`config.mk`:
```
export PLATFORM = sky130hd
export DESIGN_NAME = serial_command_line_parser
export DESIGN_NICKNAME = d
export VERILOG_FILES = /design/src/rtl/core/scl_pkg.sv /design/src/rtl/core/serial_command_line_parser.sv /design/src/rtl/core/scl_line_mem.sv /design/src/rtl/core/scl_scan.sv
export SDC_FILE = /design/constraint.sdc
export NUM_CORES = 1
export LEC_CHECK = 0
export BUFFER_PORTS_ARGS = -buffer_cell sky130_fd_sc_hd__buf_2
export CORE_MARGIN = 2
export CORE_UTILIZATION = 30
export CTS_CLUSTER_SIZE = 25
export DETAILED_ROUTE_END_ITERATION = 10
export GPL_ROUTABILITY_DRIVEN = 1
export GPL_TIMING_DRIVEN = 0
export SLEW_MARGIN = 10
export SYNTH_ARGS = -nofsm -noshare
export SYNTH_HDL_FRONTEND = slang
export SYNTH_SLANG_ARGS = --single-unit
export TNS_END_PERCENT = 100
```
`constraint.sdc`:
```
create_clock -name clk -period 7 [get_ports clk]
set_input_delay 1.05 -clock clk [delete_from_list [all_inputs] [get_ports clk]]
set_output_delay 1.05 -clock clk [all_outputs]
set_load 0.02 [all_outputs]
```
`src/rtl/core/scl_pkg.sv`:
```
// scl_pkg: shared types, codes and character constants of the serial command line parser
// used by the top level, the scan unit and the checker of the parser; no dependencies
`timescale 1ns / 1ps

package scl_pkg;

  // result status codes
  localparam logic [2:0] ST_WAIT    = 3'd0;
  localparam logic [2:0] ST_READY   = 3'd1;
  localparam logic [2:0] ST_BADCHAR = 3'd2;
  localparam logic [2:0] ST_LONG    = 3'd3;
  localparam logic [2:0] ST_FRAME   = 3'd4;
  localparam logic [2:0] ST_VALUE   = 3'd5;
  localparam logic [2:0] ST_UNKNOWN = 3'd6;

  // command codes
  localparam logic [1:0] CMD_PWM  = 2'd0;
  localparam logic [1:0] CMD_LED  = 2'd1;
  localparam logic [1:0] CMD_RATE = 2'd2;
  localparam logic [1:0] CMD_NONE = 2'd3;

  // configuration register indexes
  localparam logic [1:0] CFG_PWM_MAX  = 2'd0;
  localparam logic [1:0] CFG_LED_MAX  = 2'd1;
  localparam logic [1:0] CFG_RATE_MIN = 2'd2;
  localparam logic [1:0] CFG_RATE_MAX = 2'd3;

  localparam logic [31:0] PWM_MAX_RST  = 32'd100;
  localparam logic [31:0] LED_MAX_RST  = 32'd1;
  localparam logic [31:0] RATE_MIN_RST = 32'd1;
  localparam logic [31:0] RATE_MAX_RST = 32'd1000;

  localparam logic [7:0] CH_AT = 8'h40;
  localparam logic [7:0] CH_EQ = 8'h3D;
  localparam logic [7:0] CH_LF = 8'h0A;
  localparam logic [7:0] CH_CR = 8'h0D;
  localparam logic [7:0] CH_0  = 8'h30;
  localparam logic [7:0] CH_9  = 8'h39;
  localparam logic [7:0] CH_A  = 8'h41;
  localparam logic [7:0] CH_Z  = 8'h5A;

  typedef struct packed {
    logic clear;
    logic chr_valid;
    logic first;
  } scl_scan_ctl_t;

  typedef struct packed {
    logic        frame_bad;
    logic        unknown;
    logic        value_bad;
    logic [1:0]  cmd;
    logic [31:0] number;
  } scl_scan_res_t;

  typedef struct packed {
    logic [2:0]  status;
    logic [1:0]  command;
    logic [31:0] number;
    logic        in_range;
  } scl_result_t;

  function automatic logic byte_ok(logic [7:0] c);
    return (c >= CH_A && c <= CH_Z) || (c >= CH_0 && c <= CH_9) || c == CH_AT || c == CH_EQ;
  endfunction

  // letters of the command words, indexed by position in the name
  function automatic logic [6:0] word_char(logic [1:0] cmd, logic [1:0] idx);
    logic [6:0] ch;
    ch = 7'h00;
    unique case (cmd)
      CMD_PWM: begin
        unique case (idx)
          2'd0:    ch = 7'h50; // P
          2'd1:    ch = 7'h57; // W
          2'd2:    ch = 7'h4D; // M
          default: ch = 7'h00;
        endcase
      end
      CMD_LED: begin
        unique case (idx)
          2'd0:    ch = 7'h4C; // L
          2'd1:    ch = 7'h45; // E
          2'd2:    ch = 7'h44; // D
          default: ch = 7'h00;
        endcase
      end
      CMD_RATE: begin
        unique case (idx)
          2'd0: ch = 7'h52; // R
          2'd1: ch = 7'h41; // A
          2'd2: ch = 7'h54; // T
          2'd3: ch = 7'h45; // E
        endcase
      end
      default: ch = 7'h00;
    endcase
    return ch;
  endfunction

endpackage

```
`src/rtl/core/serial_command_line_parser.sv`:
```
// serial_command_line_parser: top level with byte classification, line walk sequencer,
// limit registers and output staging; depends on scl_pkg, scl_line_mem, scl_scan
`timescale 1ns / 1ps

// Collects received bytes into lines of the form @NAME=DIGITS and answers every accepted
// byte with exactly one transaction. A byte other than a newline that starts a line check
// is settled in the cycle it is accepted and its answer is staged in the pend register;
// the next byte is taken once that answer has moved on to the output register. A newline
// ending a line walks the line memory one entry per cycle through its single read port
// in S_READ, then passes S_DRAIN and S_JUDGE; its answer is staged in the pend register
// and the next byte is taken once it has moved on to the output register. A finished
// answer waits in the output register while the next byte is taken and processed. The
// line memory needs no clearing pass after reset; the user must write limits through
// the cfg port only while the block is idle, which the block itself does not enforce.
module serial_command_line_parser #(
  parameter int LINE_MAX   = 16,
  parameter int NAME_MAX   = 7,
  parameter int DIGITS_MAX = 10
) (
  input  logic        clk,
  input  logic        rst,
  input  logic        in_valid,
  output logic        in_stall,
  input  logic [7:0]  rx_byte,
  output logic        out_valid,
  input  logic        out_stall,
  output logic [2:0]  status,
  output logic [1:0]  command,
  output logic [31:0] number,
  output logic        in_range,
  input  logic        cfg_we,
  input  logic [1:0]  cfg_index,
  input  logic [31:0] cfg_data
);

  import scl_pkg::*;

  localparam int AW = $clog2(LINE_MAX);
  localparam int CW = $clog2(LINE_MAX + 1);

  typedef enum logic [1:0] {
    S_IDLE,
    S_READ,
    S_DRAIN,
    S_JUDGE
  } state_t;

  state_t        state;
  logic [CW-1:0] fill;
  logic          skip;
  logic [CW-1:0] fill_next;
  logic          skip_next;
  logic [CW-1:0] scan_len;
  logic [AW-1:0] rd_ptr;
  logic          rd_valid;
  logic          rd_first;
  logic          pend_valid;
  scl_result_t   pend;
  scl_result_t   out_res;
  scl_result_t   imm_res;
  scl_result_t   judge_res;
  logic          accept;
  logic          store;
  logic          start_scan;
  logic [31:0]   pwm_max;
  logic [31:0]   led_max;
  logic [31:0]   rate_min;
  logic [31:0]   rate_max;
  logic [6:0]    mem_rdata;
  scl_scan_ctl_t scan_ctl;
  scl_scan_res_t scan_res;

  assign in_stall = (state != S_IDLE) || pend_valid;
  assign accept   = in_valid && !in_stall;

  // per-byte decisions for everything but the line check
  always_comb begin
    imm_res    = '{status: ST_WAIT, command: CMD_NONE, number: 32'd0, in_range: 1'b0};
    store      = 1'b0;
    start_scan = 1'b0;
    fill_next  = fill;
    skip_next  = skip;
    priority if (skip) begin
      if (rx_byte == CH_LF) begin
        fill_next = '0;
        skip_next = 1'b0;
      end
    end else if (rx_byte == CH_CR) begin
      fill_next = fill;
    end else if (rx_byte == CH_LF) begin
      fill_next = '0;
      if (fill == '0) begin
        imm_res.status = ST_FRAME;
      end else begin
        start_scan = 1'b1;
      end
    end else if (!byte_ok(rx_byte)) begin
      fill_next      = '0;
      skip_next      = 1'b1;
      imm_res.status = ST_BADCHAR;
    end else if (fill >= CW'(LINE_MAX)) begin
      fill_next      = '0;
      skip_next      = 1'b1;
      imm_res.status = ST_LONG;
    end else begin
      store     = 1'b1;
      fill_next = fill + 1'b1;
    end
  end

  always_comb begin
    judge_res = '{status: ST_READY, command: scan_res.cmd, number: scan_res.number,
                  in_range: 1'b0};
    unique case (scan_res.cmd)
      CMD_PWM:  judge_res.in_range = scan_res.number <= pwm_max;
      CMD_LED:  judge_res.in_range = scan_res.number <= led_max;
      default:  judge_res.in_range = (scan_res.number >= rate_min)
                                     && (scan_res.number <= rate_max);
    endcase
    priority if (scan_res.frame_bad) begin
      judge_res = '{status: ST_FRAME, command: CMD_NONE, number: 32'd0, in_range: 1'b0};
    end else if (scan_res.unknown) begin
      judge_res = '{status: ST_UNKNOWN, command: CMD_NONE, number: 32'd0, in_range: 1'b0};
    end else if (scan_res.value_bad) begin
      judge_res = '{status: ST_VALUE, command: CMD_NONE, number: 32'd0, in_range: 1'b0};
    end else begin
      judge_res.status = ST_READY;
    end
  end

  assign scan_ctl.clear     = accept && start_scan;
  assign scan_ctl.chr_valid = rd_valid;
  assign scan_ctl.first     = rd_first;

  scl_line_mem #(
    .DEPTH (LINE_MAX),
    .AW    (AW)
  ) u_mem (
    .clk   (clk),
    .we    (accept && store),
    .waddr (fill[AW-1:0]),
    .wdata (rx_byte[6:0]),
    .re    (state == S_READ),
    .raddr (rd_ptr),
    .rdata (mem_rdata)
  );

  scl_scan #(
    .LINE_MAX   (LINE_MAX),
    .NAME_MAX   (NAME_MAX),
    .DIGITS_MAX (DIGITS_MAX)
  ) u_scan (
    .clk (clk),
    .ctl (scan_ctl),
    .chr (mem_rdata),
    .res (scan_res)
  );

  always_ff @(posedge clk) begin
    if (rst) begin
      state      <= S_IDLE;
      fill       <= '0;
      skip       <= 1'b0;
      rd_valid   <= 1'b0;
      pend_valid <= 1'b0;
      out_valid  <= 1'b0;
      pwm_max    <= PWM_MAX_RST;
      led_max    <= LED_MAX_RST;
      rate_min   <= RATE_MIN_RST;
      rate_max   <= RATE_MAX_RST;
    end else begin
      if (cfg_we) begin
        unique case (cfg_index)
          CFG_PWM_MAX:  pwm_max  <= cfg_data;
          CFG_LED_MAX:  led_max  <= cfg_data;
          CFG_RATE_MIN: rate_min <= cfg_data;
          CFG_RATE_MAX: rate_max <= cfg_data;
        endcase
      end

      // staged answer moves to the output register when that one is free or taken
      if (pend_valid && (!out_valid || !out_stall)) begin
        out_valid  <= 1'b1;
        out_res    <= pend;
        pend_valid <= 1'b0;
      end else if (out_valid && !out_stall) begin
        out_valid <= 1'b0;
      end

      unique case (state)
        S_IDLE: begin
          if (accept) begin
            fill <= fill_next;
            skip <= skip_next;
            if (start_scan) begin
              state    <= S_READ;
              rd_ptr   <= '0;
              scan_len <= fill;
            end else begin
              pend_valid <= 1'b1;
              pend       <= imm_res;
            end
          end
        end
        S_READ: begin
          rd_valid <= 1'b1;
          rd_first <= (rd_ptr == '0);
          rd_ptr   <= rd_ptr + 1'b1;
          if (CW'(rd_ptr) + CW'(1) == scan_len) begin
            state <= S_DRAIN;
          end
        end
        S_DRAIN: begin
          // last character is taken by the scan unit at this edge
          rd_valid <= 1'b0;
          state    <= S_JUDGE;
        end
        S_JUDGE: begin
          pend_valid <= 1'b1;
          pend       <= judge_res;
          state      <= S_IDLE;
        end
        default: state <= S_IDLE;
      endcase
    end
  end

  assign status   = out_res.status;
  assign command  = out_res.command;
  assign number   = out_res.number;
  assign in_range = out_res.in_range;

endmodule

```
`src/rtl/core/scl_line_mem.sv`:
```
// scl_line_mem: line character store, one write port and one registered read port
// no package dependencies
`timescale 1ns / 1ps

module scl_line_mem #(
  parameter int DEPTH = 16,
  parameter int AW    = 4
) (
  input  logic          clk,
  input  logic          we,
  input  logic [AW-1:0] waddr,
  input  logic [6:0]    wdata,
  input  logic          re,
  input  logic [AW-1:0] raddr,
  output logic [6:0]    rdata
);

  logic [6:0] mem [DEPTH];

  always_ff @(posedge clk) begin
    if (we) begin
      mem[waddr] <= wdata;
    end
  end

  always_ff @(posedge clk) begin
    if (re) begin
      rdata <= mem[raddr];
    end
  end

endmodule

```
`src/rtl/core/scl_scan.sv`:
```
// scl_scan: walks the stored line one character a cycle and builds the frame,
// name and value verdicts plus the decimal value; depends on scl_pkg
`timescale 1ns / 1ps

module scl_scan #(
  parameter int LINE_MAX   = 16,
  parameter int NAME_MAX   = 7,
  parameter int DIGITS_MAX = 10
) (
  input  logic                  clk,
  input  scl_pkg::scl_scan_ctl_t ctl,
  input  logic [6:0]            chr,
  output scl_pkg::scl_scan_res_t res
);

  import scl_pkg::*;

  localparam int CW = $clog2(LINE_MAX + 1);

  logic          bad_frame;
  logic [1:0]    eq_cnt;
  logic          in_value;
  logic [CW-1:0] name_len;
  logic [CW-1:0] val_len;
  logic          m_pwm;
  logic          m_led;
  logic          m_rate;
  logic          digit_bad;
  logic          ovf;
  logic [31:0]   acc;
  logic [35:0]   acc_next;
  logic          is_digit;
  logic          hit_pwm;
  logic          hit_led;
  logic          hit_rate;

  assign is_digit = (chr >= CH_0[6:0]) && (chr <= CH_9[6:0]);
  // times ten as two shifts and an add
  assign acc_next = ({4'b0, acc} << 3) + ({4'b0, acc} << 1) + {32'b0, chr[3:0]};

  always_ff @(posedge clk) begin
    if (ctl.clear) begin
      bad_frame <= 1'b0;
      eq_cnt    <= 2'd0;
      in_value  <= 1'b0;
      name_len  <= '0;
      val_len   <= '0;
      m_pwm     <= 1'b1;
      m_led     <= 1'b1;
      m_rate    <= 1'b1;
      digit_bad <= 1'b0;
      ovf       <= 1'b0;
      acc       <= 32'd0;
    end else if (ctl.chr_valid) begin
      priority if (ctl.first) begin
        if (chr != CH_AT[6:0]) begin
          bad_frame <= 1'b1;
        end
      end else if (chr == CH_AT[6:0]) begin
        bad_frame <= 1'b1;
      end else if (chr == CH_EQ[6:0]) begin
        if (eq_cnt != 2'd2) begin
          eq_cnt <= eq_cnt + 2'd1;
        end
        in_value <= 1'b1;
      end else if (!in_value) begin
        m_pwm    <= m_pwm && (name_len < CW'(3)) && (chr == word_char(CMD_PWM, name_len[1:0]));
        m_led    <= m_led && (name_len < CW'(3)) && (chr == word_char(CMD_LED, name_len[1:0]));
        m_rate   <= m_rate && (name_len < CW'(4))
                    && (chr == word_char(CMD_RATE, name_len[1:0]));
        name_len <= name_len + 1'b1;
      end else begin
        val_len <= val_len + 1'b1;
        if (!is_digit) begin
          digit_bad <= 1'b1;
        end else if (!ovf) begin
          if (acc_next[35:32] != 4'd0) begin
            ovf <= 1'b1;
          end else begin
            acc <= acc_next[31:0];
          end
        end
      end
    end
  end

  assign hit_pwm  = m_pwm && (name_len == CW'(3));
  assign hit_led  = m_led && (name_len == CW'(3));
  assign hit_rate = m_rate && (name_len == CW'(4));

  always_comb begin
    res.frame_bad = bad_frame || (eq_cnt != 2'd1) || (name_len == '0) || (val_len == '0)
                    || (32'(name_len) > 32'(NAME_MAX)) || (32'(val_len) > 32'(DIGITS_MAX));
    res.unknown   = !(hit_pwm || hit_led || hit_rate);
    res.value_bad = digit_bad || ovf;
    res.number    = acc;
    priority if (hit_pwm) begin
      res.cmd = CMD_PWM;
    end else if (hit_led) begin
      res.cmd = CMD_LED;
    end else if (hit_rate) begin
      res.cmd = CMD_RATE;
    end else begin
      res.cmd = CMD_NONE;
    end
  end

endmodule

```
==> results.ini, run 1 <==
[synthesis]
syn-cell-area_sq_mm = 0.0209
yosysWarnings = 0
synth_edf_count = 205
synthAdderAreaFrac_pct = 12.8
synthCells = 2066
synth-compound-area-share_pct = 12.1
syn_avg_cell_area_sq_um = 10.1
yosys.area_share.simple_pct = 15.2
synth-seq-cells = 395
synth_ff_type = edfxtp_1
syn-num-nets = 2326
synth.distinct_cells = 78
synthArstFlopShare_pct = 0
synth_top_family_by_area = simple AND/OR/NAND/NOR gates
synth_xor_xnor_area_share_pct = 2.01
synthMuxAreaShare_pct = 5.61
synth_seq_area_share_pct = 47.6

[place]
hpwlAfterDp_microns = 42300
gp_congestion = 0.902
portBuffers = 84
placement.cell_area_sq_mm = 0.0226

[pwr]
swShare_pct = 24.7
pwr-share-clk_pct = 43.0
p_int_mw = 3.97
p_sw_mw = 1.30
p_comb_share_pct = 7.7
ir_worst_vdd_mv = 0.206
powerDensity_mw_per_mm2 = 219
pwr-share-seq_pct = 49.3
leakage_nw = 9.49

[route]
post_drt_via_cell_ratio = 4.98
drtPass1Iterations = 5
vias = 15758
drc = 0
drt_wl_total_microns = 55600
dr.first_iter.drc_count = 1165
avgRoutedWirePerCell_microns = 17.6
ant_nets = 0

[global_routing]
antenna_found_initial = 2
overflow = 0
grt_max_degree = 30
grt_pass1_vias = 15693
groute.usage.overall_pct = 15.5
grt_first_pass_wirelength_microns = 86600

[clock_network]
cts_hold_buf = 0
path_clk_slew_ns = 0.06
cts_setup_buffers = 0
cts_made_buffers = 44
cts.sinks = 395
cts.htree.levels = 2
cts_buffer_depth = 3
clkLatencyLatePin_ns = 0.59
cts-resized-gates = 0
root_buffer = clkbuf_16
cts_tree = done

[critical_path]
ff2ff_setup_slack_ns = 2.39
crit_required_ns = 7.51
cp-end-kind = register
critPathMaxFanout = 7
critPathArrivalTime_ns = 5.12
path_class = reg2reg
startpoint_type = register

[timing]
rsz0062_at_grt = no
setup-violations-final = 0
max_freq_mhz = 217
drv_slew = 0
finalHoldViolations = 0
post-route-min-period_ns = 4.61
finClkSkew_ns = 0.0253
period_share_pct = 65.9
tightest_slew_ns = 1.16
setup_tns_ns = 0
holdWs_ns = 0.416
slew_headroom_pct = 21.8

[floorplan]
die_h_microns = 268
die_x_microns = 268
die-area_sq_mm = 0.0719
pin_count = 87
core_sq_mm = 0.0688
start_util_pct = 30.4
row_count = 96

[finish]
layout-drive-gt1-share_pct = 10.1
fillers = 6844
final_core_util_pct = 34.9
nets = 2459
syn2layout_area_growth_pct = 14.7
final_cell_area_sq_mm = 0.0240
n_antenna_cell = 0

[outcome]
status = completed

[job]
max-cap-violations = 0

[worst_hold_path]
hp-class = reg2reg

layer usage:
| metal | part of all wire [%] | routed length [microns] | vias up | global-route usage, % |
|---|---|---|---|---|
| li1 | - | - | 7622 | - |
| met5 | 0.014 | 8 | - | 0 |
| met2 | 46 | 25500 | 434 | 25.1 |
| met4 | 4.0 | 2200 | 2 | 6.95 |
| met3 | 5.4 | 2990 | 130 | 2.61 |
| met1 | 45 | 24800 | 7570 | 20.2 |
cell usage in the layout, fill, tap and decap left out, types with 34 or more instances in the layout:
master       n
edfxtp_1   205
buf_2       93
a21o_1      51
clkbuf_1    77
inv_1      162
a21oi_1    193
ha_1       211
clkbuf_16   44
nand2_1    372
mux2i_1     34
nand4_1     34
dfxtp_1    190
mux4_2      35
and2_1      37
nor2_1      90
o21ai_0     34
Yosys cell counts (all sizes together), types with 6 or more instances:
master / n / share of area (%)
nand2: 372 / 6.7
ha: 211 / 13
edfxtp: 205 / 29
a21oi: 195 / 4.7
dfxtp: 190 / 18
inv: 162 / 2.9
nor2: 91 / 1.6
clkbuf: 70 / 1.3
a21o: 51 / 1.8
and2: 37 / 1.1
o21ai: 36 / 0.88
mux4: 35 / 3.8
mux2i: 34 / 1.6
nand4: 34 / 1.0
nand3: 31 / 0.74
xor2: 26 / 1.1
nor3: 23 / 0.60
xnor2: 22 / 0.92
nor4: 20 / 0.67
buf: 16 / 0.53
nor2b: 16 / 0.48
a211oi: 14 / 0.53
a211o: 12 / 0.50
nand2b: 12 / 0.36
o21a: 12 / 0.43
a31oi: 10 / 0.30
a21boi: 9 / 0.32
o211ai: 9 / 0.32
and4: 8 / 0.33
nor3b: 8 / 0.29
and3: 7 / 0.21
nand3b: 7 / 0.25
nor4b: 6 / 0.28
o2111ai: 6 / 0.28
flip-flops by register name (all words and copies together) (netlist names), 5 cells and up:
name	count
rate_min	32
u_scan.val_len	5
led_max	32
pwm_max	32
number	32
rate_max	32
u_scan.acc	32
pend	38
u_scan.name_len	5
u_mem.mem	112
u_mem.rdata	7
fill	5
scan_len	5
final cells by class:
type | count | area (sq um) | area share [%]
inverter | 162 | 608 | 2.53
tap | 931 | 1160 | 4.85
timing repair buffer | 87 | 470 | 1.96
buffer | 86 | 374 | 1.56
clock inverter | 24 | 209 | 0.871
multi-input combinational | 1423 | 10000 | 41.7
clock buffer | 56 | 1200 | 4.98
sequential | 395 | 9960 | 41.5
critical path, stage by stage, from the launching register on:
cell and delay (ns):
dfxtp_1 0.61, inv_1 0.17, fa_1 0.51, inv_1 0.07
fa_1 0.48, a211oi_2 0.31, o21ai_2 0.11, a211o_1 0.34
a211o_1 0.39, o311ai_4 0.34, o2111ai_2 0.18, nor3_2 0.74
mux2i_1 0.26
power groups by stage:
stage	combinational (mW)	sequential, mW	clock [mW]
after global placement	0.376	2.65	0
after global routing	0.453	2.61	2.42
after CTS	0.405	2.60	2.32
after detailed placement	0.403	2.65	0
after floorplan	0.234	2.65	0
final	0.404	2.60	2.27
cell families after synthesis:
family / Yosys count
compound gates: 401
xor+xnor: 48
fa+ha+maj: 213
buf+inv: 248
flops: 395
mux: 73
simple gates: 688
through the flow:
stage	setup slack (ns)	power, mW	std cells
after floorplan	2.25	2.88	2066
after global placement	-0.208	3.02	3081
after detailed placement	2.21	3.05	3084
after CTS	2.38	5.33	3164
after global routing	2.16	5.48	3164
final	2.39	5.27	3164
final timing paths:
| path | from | end | depth (start not counted) |
|---|---|---|---|
| worst max-delay path | u_scan.acc[2]$_SDFFE_PP0P_ | u_scan.acc[30]$_SDFFE_PP0P_ | 12 |
| worst min register to register | pend[32]$_SDFFCE_PP0P_ | number[31]$_DFFE_PP_ | 0 |
| worst min-delay path | pend[32]$_SDFFCE_PP0P_ | number[31]$_DFFE_PP_ | 0 |
| worst max register to register | u_scan.acc[2]$_SDFFE_PP0P_ | u_scan.acc[30]$_SDFFE_PP0P_ | 12 |
Note: power is estimated with default switching activity, not from simulation.
==> run 2: changes to the inputs <==
==> constraint.sdc (replaced) <==
create_clock -name clk -period 4.5 [get_ports clk]
set_input_delay 0.675 -clock clk [delete_from_list [all_inputs] [get_ports clk]]
set_output_delay 0.675 -clock clk [all_outputs]
set_load 0.02 [all_outputs]
==> results.ini, run 2 (synthesis gave the netlist of run 1 again) <==
[route]
ant_nets = 0  ; unchanged
avgRoutedWirePerCell_microns = 17.5  ; was 17.6 microns
drt_wl_total_microns = 55600  ; about the same
post_drt_via_cell_ratio = 4.98  ; about the same
drtPass1Iterations = 7  ; was 5
drc = 0  ; unchanged
vias = 15762  ; was 15758
dr.first_iter.drc_count = 1117  ; was 1165

[timing]
period_share_pct = 95.7  ; was 65.9%
holdWs_ns = 0.389  ; was 0.416 ns
rsz0062_at_grt = no  ; unchanged
slew_headroom_pct = 19.2  ; was 21.8%
finClkSkew_ns = 0.0267  ; was 0.0253 ns
setup_tns_ns = 0  ; unchanged
finalHoldViolations = 0  ; unchanged
drv_slew = 0  ; unchanged
post-route-min-period_ns = 4.31  ; was 4.61 ns
setup-violations-final = 0  ; unchanged
tightest_slew_ns = 1.21  ; was 1.16 ns
max_freq_mhz = 232  ; was 217 MHz

[critical_path]
path_class = reg2reg  ; unchanged
critPathArrivalTime_ns = 4.77  ; was 5.12 ns
path_delay_family = compound AO/OA/AOI/OAI gates  ; unchanged
crit_required_ns = 4.96  ; was 7.51 ns
max_stage_delay_ns = 0.49  ; was 0.74 ns
cp_slowest_cell = fa_1  ; was nor3_2
cp-end-kind = register  ; unchanged
crit_path_cell_trace = inv_1, fa_1, inv_1, fa_1, a211oi_2, o21ai_2, a211o_1, a211o_1, o311ai_4, o2111ai_2, or3_1, buf_6, buf_12, mux2i_1  ; was inv_1, fa_1, inv_1, fa_1, a211oi_2, o21ai_2, a211o_1, a211o_1, o311ai_4, o2111ai_2, nor3_2, mux2i_1
startpoint_type = register  ; unchanged
worstReg2RegEnd = u_scan.acc[25]$_SDFFE_PP0P_  ; was u_scan.acc[30]$_SDFFE_PP0P_
ff2ff_setup_slack_ns = 0.19  ; was 2.39 ns
rr_startpoint = u_scan.acc[2]$_SDFFE_PP0P_  ; unchanged
reg2reg_depth = 14  ; was 12
critPathMaxFanout = 10  ; was 7
path_depth = 14  ; was 12
cp_num_buf_inv = 4  ; was 2

[worst_hold_path]
hp-class = in2reg  ; was reg2reg
hold_start = cfg_data[21]  ; was pend[32]$_SDFFCE_PP0P_
hold_depth = 3  ; was 0
worstHoldEndpoint = led_max[21]$_SDFFE_PP0P_  ; was number[31]$_DFFE_PP_

[clock_network]
cts_tree = done  ; unchanged
cts.sinks = 395  ; unchanged
cts.htree.levels = 2  ; unchanged
cts_made_buffers = 44  ; unchanged
cts_buffer_depth = 3  ; unchanged
path_clk_slew_ns = 0.06  ; about the same
cts_hold_buf = 0  ; unchanged
clkLatencyLatePin_ns = 0.59  ; about the same
root_buffer = clkbuf_16  ; unchanged

[finish]
layout-drive-gt1-share_pct = 10.3  ; was 10.1%
final_core_util_pct = 34.9  ; about the same
instances_no_fill = 3167  ; was 3164
top_regs = u_mem.mem x112, pend x38  ; unchanged
mostFrequentLayoutCells = 372 x nand2_1, 211 x ha_1, 205 x edfxtp_1  ; unchanged
seqCellArea_sq_mm = 0.00996  ; about the same
largest_reg_flops = 112  ; unchanged
nets = 2462  ; was 2459
n_antenna_cell = 0  ; unchanged
multi_input_area_sq_mm = 0.0100  ; about the same
layout_commonest_cell = nand2_1  ; unchanged
syn2layout_area_growth_pct = 14.9  ; was 14.7%
top_register = u_mem.mem  ; unchanged
fillers = 6843  ; was 6844

[global_routing]
grt_pass1_vias = 15693  ; unchanged
groute.usage.overall_pct = 15.5  ; about the same
antenna_found_initial = 2  ; unchanged
overflow = 0  ; unchanged
grt_max_degree = 30  ; unchanged
grt_first_pass_wirelength_microns = 86600  ; unchanged

[outcome]
status = completed  ; unchanged

[floorplan]
row_count = 96  ; unchanged
core_sq_mm = 0.0688  ; unchanged
die_x_microns = 268  ; unchanged
die-area_sq_mm = 0.0719  ; unchanged
die_h_microns = 268  ; unchanged
start_util_pct = 30.4  ; unchanged
pin_count = 87  ; unchanged

[pwr]
p_comb_share_pct = 7.7  ; about the same
finalPower_mw = 8.20  ; was 5.27 mW
swShare_pct = 24.7  ; about the same
p_int_mw = 6.17  ; was 3.97 mW
pwr-share-seq_pct = 49.3  ; about the same
leakage_nw = 9.51  ; was 9.49 nW
p_sw_mw = 2.02  ; was 1.30 mW
pwr-share-clk_pct = 43.0  ; about the same
ir_worst_vdd_mv = 0.323  ; was 0.206 mV
powerDensity_mw_per_mm2 = 341  ; was 219 mW/mm^2

[place]
gp_congestion = 0.902  ; unchanged
hpwlAfterDp_microns = 42300  ; unchanged
portBuffers = 84  ; unchanged
placed_cells = 3084  ; unchanged

[job]
max-cap-violations = 0  ; unchanged

-- run 2: changes by cell type in the layout (fill, tap and decap cells not counted), sizes merged --
cell      change
buf           +3
inv           -1
clkinvlp      +1
-- run 2: metrics by stage --
step / instance area, sq um / worst slack [ns]
5_1_grt: 24000 / 0.0218
4_1_cts: 24000 / 0.0217
6_report: 24000 / 0.194
2_1_floorplan: 20900 / 0.121
3_3_place_gp: 22500 / -2.33
3_5_place_dp: 22600 / -0.118
-- run 2: tightest hold or removal path, delay by kind of cell --
kind / cells / cell delay [ns]
buf+inv: 1 / 0.14
compound gates: 1 / 0.05
simple gates: 1 / 0.06
-- run 2: area by class of cell --
type / count / area share [%]
flip-flops and latches: 395 / 41.4
multi-input cells: 1423 / 41.7
clock inverters: 24 / 0.869
well taps: 931 / 4.85
clock buffers: 56 / 4.98
plain buffers: 86 / 1.56
repair buffers: 90 / 2.05
inverters: 162 / 2.55
-- run 2: worst max path at each step --
stage                                from                           to  slack, ns
2_1_floorplan                         rst         command[0]$_DFFE_PP_       0.12
3_3_place_gp                          rst           in_range$_DFFE_PP_      -2.33
3_5_place_dp   u_scan.acc[2]$_SDFFE_PP0P_   u_scan.acc[0]$_SDFFE_PP0P_      -0.12
4_1_cts        u_scan.acc[2]$_SDFFE_PP0P_  u_scan.acc[25]$_SDFFE_PP0P_       0.02
5_1_grt        u_scan.acc[2]$_SDFFE_PP0P_  u_scan.acc[15]$_SDFFE_PP0P_       0.02
6_report       u_scan.acc[2]$_SDFFE_PP0P_  u_scan.acc[25]$_SDFFE_PP0P_       0.19
-- run 2: what timing repair did --
item	CTS	global route
buffers inserted	0	3
endpoints found under the setup margin	7	32
resized for setup	1	3
-- run 2: metal layers --
metal | vias to the layer above | global-route usage (%) | routed length (microns)
met4 | 2 | 6.95 | 2160
met5 | - | 0 | 8
met3 | 125 | 2.61 | 3230
li1 | 7636 | - | -
met1 | 7534 | 20.2 | 24700
met2 | 465 | 25.1 | 25500
-- run 2: power groups by stage --
| stage | clock network (mW) | registers, mW | logic, mW |
|---|---|---|---|
| finish | 3.52 | 4.04 | 0.632 |
| global route | 3.76 | 4.06 | 0.709 |
| CTS | 3.61 | 4.04 | 0.630 |
| detailed placement | 0 | 4.12 | 0.627 |
| global placement | 0 | 4.12 | 0.585 |
| floorplan | 0 | 4.12 | 0.364 |
==> run 3: changes to the inputs <==
--- a/config.mk
+++ b/config.mk
@@ -7,11 +7,14 @@
 export LEC_CHECK = 0
 export BUFFER_PORTS_ARGS = -buffer_cell sky130_fd_sc_hd__buf_2
 export CORE_MARGIN = 2
-export CORE_UTILIZATION = 30
+export CORE_UTILIZATION = 60
 export CTS_CLUSTER_SIZE = 25
 export DETAILED_ROUTE_END_ITERATION = 10
 export GPL_ROUTABILITY_DRIVEN = 1
 export GPL_TIMING_DRIVEN = 0
+export MAX_ROUTING_LAYER = met4
+export PLACE_DENSITY = 0.78
+export RECOVER_POWER = 25
 export SLEW_MARGIN = 10
 export SYNTH_ARGS = -nofsm -noshare
 export SYNTH_HDL_FRONTEND = slang
==> results.ini, run 3 (synthesis gave the netlist of run 1 again) <==
[outcome]
status = completed  ; unchanged

[timing]
period_share_pct = 95.9  ; was 95.7%
finClkSkew_ns = 0.0135  ; was 0.0267 ns
tightest_slew_ns = 1.24  ; was 1.21 ns
setup_tns_ns = 0  ; unchanged
setup-violations-final = 0  ; unchanged
holdWs_ns = 0.366  ; was 0.389 ns
finalHoldViolations = 0  ; unchanged
slew_headroom_pct = 16.7  ; was 19.2%
rsz0062_at_grt = no  ; unchanged
drv_slew = 0  ; unchanged
post-route-min-period_ns = 4.31  ; about the same
max_freq_mhz = 232  ; about the same
timing.final.ws_setup_ns = 0.185  ; was 0.194 ns

[global_routing]
groute.usage.overall_pct = 31.0  ; was 15.5%
overflow = 0  ; unchanged
antenna_found_initial = 0  ; was 2
grt_first_pass_wirelength_microns = 84900  ; was 86600 microns
grt_max_degree = 30  ; unchanged
grt_pass1_vias = 15877  ; was 15693

[pwr]
p_comb_share_pct = 7.7  ; about the same
leakage_nw = 9.48  ; was 9.51 nW
swShare_pct = 24.0  ; was 24.7%
p_sw_mw = 1.99  ; was 2.02 mW
ir_worst_vdd_mv = 0.389  ; was 0.323 mV
powerDensity_mw_per_mm2 = 352  ; was 341 mW/mm^2
p_int_mw = 6.27  ; was 6.17 mW
pwr-share-clk_pct = 43.4  ; was 43.0%
pwr-share-seq_pct = 48.9  ; was 49.3%

[critical_path]
critPathArrivalTime_ns = 4.80  ; was 4.77 ns
critPathMaxFanout = 10  ; unchanged
crit_path_cell_trace = inv_1, fa_1, inv_1, fa_1, a211oi_2, o21ai_2, a211o_1, a211o_4, o311ai_4, o2111ai_2, or3_1, buf_6, buf_12, mux2i_1  ; was inv_1, fa_1, inv_1, fa_1, a211oi_2, o21ai_2, a211o_1, a211o_1, o311ai_4, o2111ai_2, or3_1, buf_6, buf_12, mux2i_1
cp_slowest_cell = fa_1  ; unchanged
cp-end-kind = register  ; unchanged
startpoint_type = register  ; unchanged
path_delay_family = compound AO/OA/AOI/OAI gates  ; unchanged
cp_num_buf_inv = 4  ; unchanged
path_class = reg2reg  ; unchanged
crit_required_ns = 4.99  ; was 4.96 ns
max_stage_delay_ns = 0.55  ; was 0.49 ns

[job]
max-cap-violations = 0  ; unchanged

[clock_network]
cts_hold_buf = 0  ; unchanged
cts_made_buffers = 41  ; was 44
clkLatencyLatePin_ns = 0.57  ; was 0.59 ns
cts.htree.levels = 2  ; unchanged
cts_tree = done  ; unchanged
cts_buffer_depth = 3  ; unchanged
path_clk_slew_ns = 0.06  ; about the same
cts.sinks = 395  ; unchanged
root_buffer = clkbuf_16  ; unchanged

[worst_hold_path]
hp-class = in2reg  ; unchanged

[route]
vias = 16146  ; was 15762
drt_wl_total_microns = 54300  ; was 55600 microns
ant_nets = 0  ; unchanged
avgRoutedWirePerCell_microns = 20.2  ; was 17.5 microns
post_drt_via_cell_ratio = 6.01  ; was 4.98
drc = 0  ; unchanged
drtPass1Iterations = 6  ; was 7
dr.first_iter.drc_count = 1212  ; was 1117

[finish]
final_core_util_pct = 68.1  ; was 34.9%
final_cell_area_sq_mm = 0.0235  ; was 0.0240 sq mm
seqCellArea_sq_mm = 0.00996  ; unchanged
n_antenna_cell = 0  ; unchanged
syn2layout_area_growth_pct = 12.1  ; was 14.9%
mostFrequentLayoutCells = 372 x nand2_1, 211 x ha_1, 205 x edfxtp_1  ; unchanged
layout-drive-gt1-share_pct = 10.3  ; about the same
multi_input_area_sq_mm = 0.0100  ; about the same
top_register = u_mem.mem  ; unchanged
nets = 2458  ; was 2462
top_regs = u_mem.mem x112, pend x38  ; unchanged
largest_reg_flops = 112  ; unchanged
fillers = 2598  ; was 6843
layout_commonest_cell = nand2_1  ; unchanged

[floorplan]
row_count = 68  ; was 96
die_x_microns = 191  ; was 268 microns
die_h_microns = 191  ; was 268 microns
core_sq_mm = 0.0345  ; was 0.0688 sq mm
pin_count = 87  ; unchanged
die-area_sq_mm = 0.0364  ; was 0.0719 sq mm
start_util_pct = 60.7  ; was 30.4%

[place]
placement.cell_area_sq_mm = 0.0220  ; was 0.0226 sq mm
hpwlAfterDp_microns = 39700  ; was 42300 microns
portBuffers = 84  ; unchanged
gp_congestion = 0.955  ; was 0.902
pre_cts_ws_ns = -0.0509  ; was -0.118 ns

==> run 3: changes by cell type in the layout (fill, tap and decap cells not counted), moves of 2 or more <==
cell	previous run	this run
clkbuf_8	5	2
clkinv_1	7	1
clkinvlp_4	3	7
bufinv_16	2	6
inv_8	2	0
clkinv_2	8	4
clkbuf_16	44	42
buf_2	93	91
clkbuf_1	77	80
==> run 3: repair_timing <==
item | 4_1_cts | 5_1_grt
buffers inserted | 0 | 2
endpoints found under the setup margin | 7 | 28
gates resized for setup | 1 | 4
==> run 3: area by class of cell <==
class,count,area share (%)
plain buffers,86,1.59
clock inverters,23,1.34
inverters,162,2.59
well taps,455,2.43
repair buffers,89,2.06
flip-flops and latches,395,42.5
multi-input cells,1423,42.8
clock buffers,52,4.72
==> run 3: stage by stage <==
step                      power [mW]  instances
final                           8.26       2685
after global routing            8.53       2685
after CTS                       8.30       2683
after detailed placement        4.74       2608
after global placement          4.68       2605
after floorplan                 4.49       2066
==> run 3: worst paths after layout <==
path                       startpoint                           to  slack, ns  depth (start not counted)
max reg2reg  u_mem.rdata[3]$_DFFE_PN_  u_scan.acc[25]$_SDFFE_PP0P_       0.19                         14
min reg2reg     pend[7]$_SDFFCE_PP0P_          number[6]$_DFFE_PP_       0.42                          0
min                       cfg_data[6]      pwm_max[6]$_SDFFE_PP1P_       0.37                          2
max          u_mem.rdata[3]$_DFFE_PN_  u_scan.acc[25]$_SDFFE_PP0P_       0.19                         14
==> run 3: worst reg2reg max path: stages, from the launching register on <==
cell	delay (ns)
edfxtp_1	0.43
inv_1	0.11
fa_1	0.55
inv_1	0.07
fa_1	0.50
a211oi_2	0.31
o21ai_2	0.11
a211o_1	0.35
a211o_4	0.40
o311ai_4	0.32
o2111ai_2	0.21
or3_1	0.38
buf_6	0.17
buf_12	0.16
mux2i_1	0.17
==> run 3: routing by layer <==
layer  track usage, %  part of all wire, %  vias up  wire length (microns)
li1                 -                    -     7632                      -
met4             13.1                  4.0        0                   2150
met1             40.0                   43     7784                  23300
met3             4.42                  6.0      147                   3270
met5                -                    0        -                      0
met2             49.4                   47      583                  25500
==> run 3: power by group through the flow <==
stage | registers [mW] | clock network, mW | logic [mW]
after floorplan | 4.12 | 0 | 0.364
after global placement | 4.11 | 0 | 0.573
after detailed placement | 4.11 | 0 | 0.622
after CTS | 4.04 | 3.64 | 0.629
after global routing | 4.05 | 3.77 | 0.704
final | 4.04 | 3.58 | 0.640
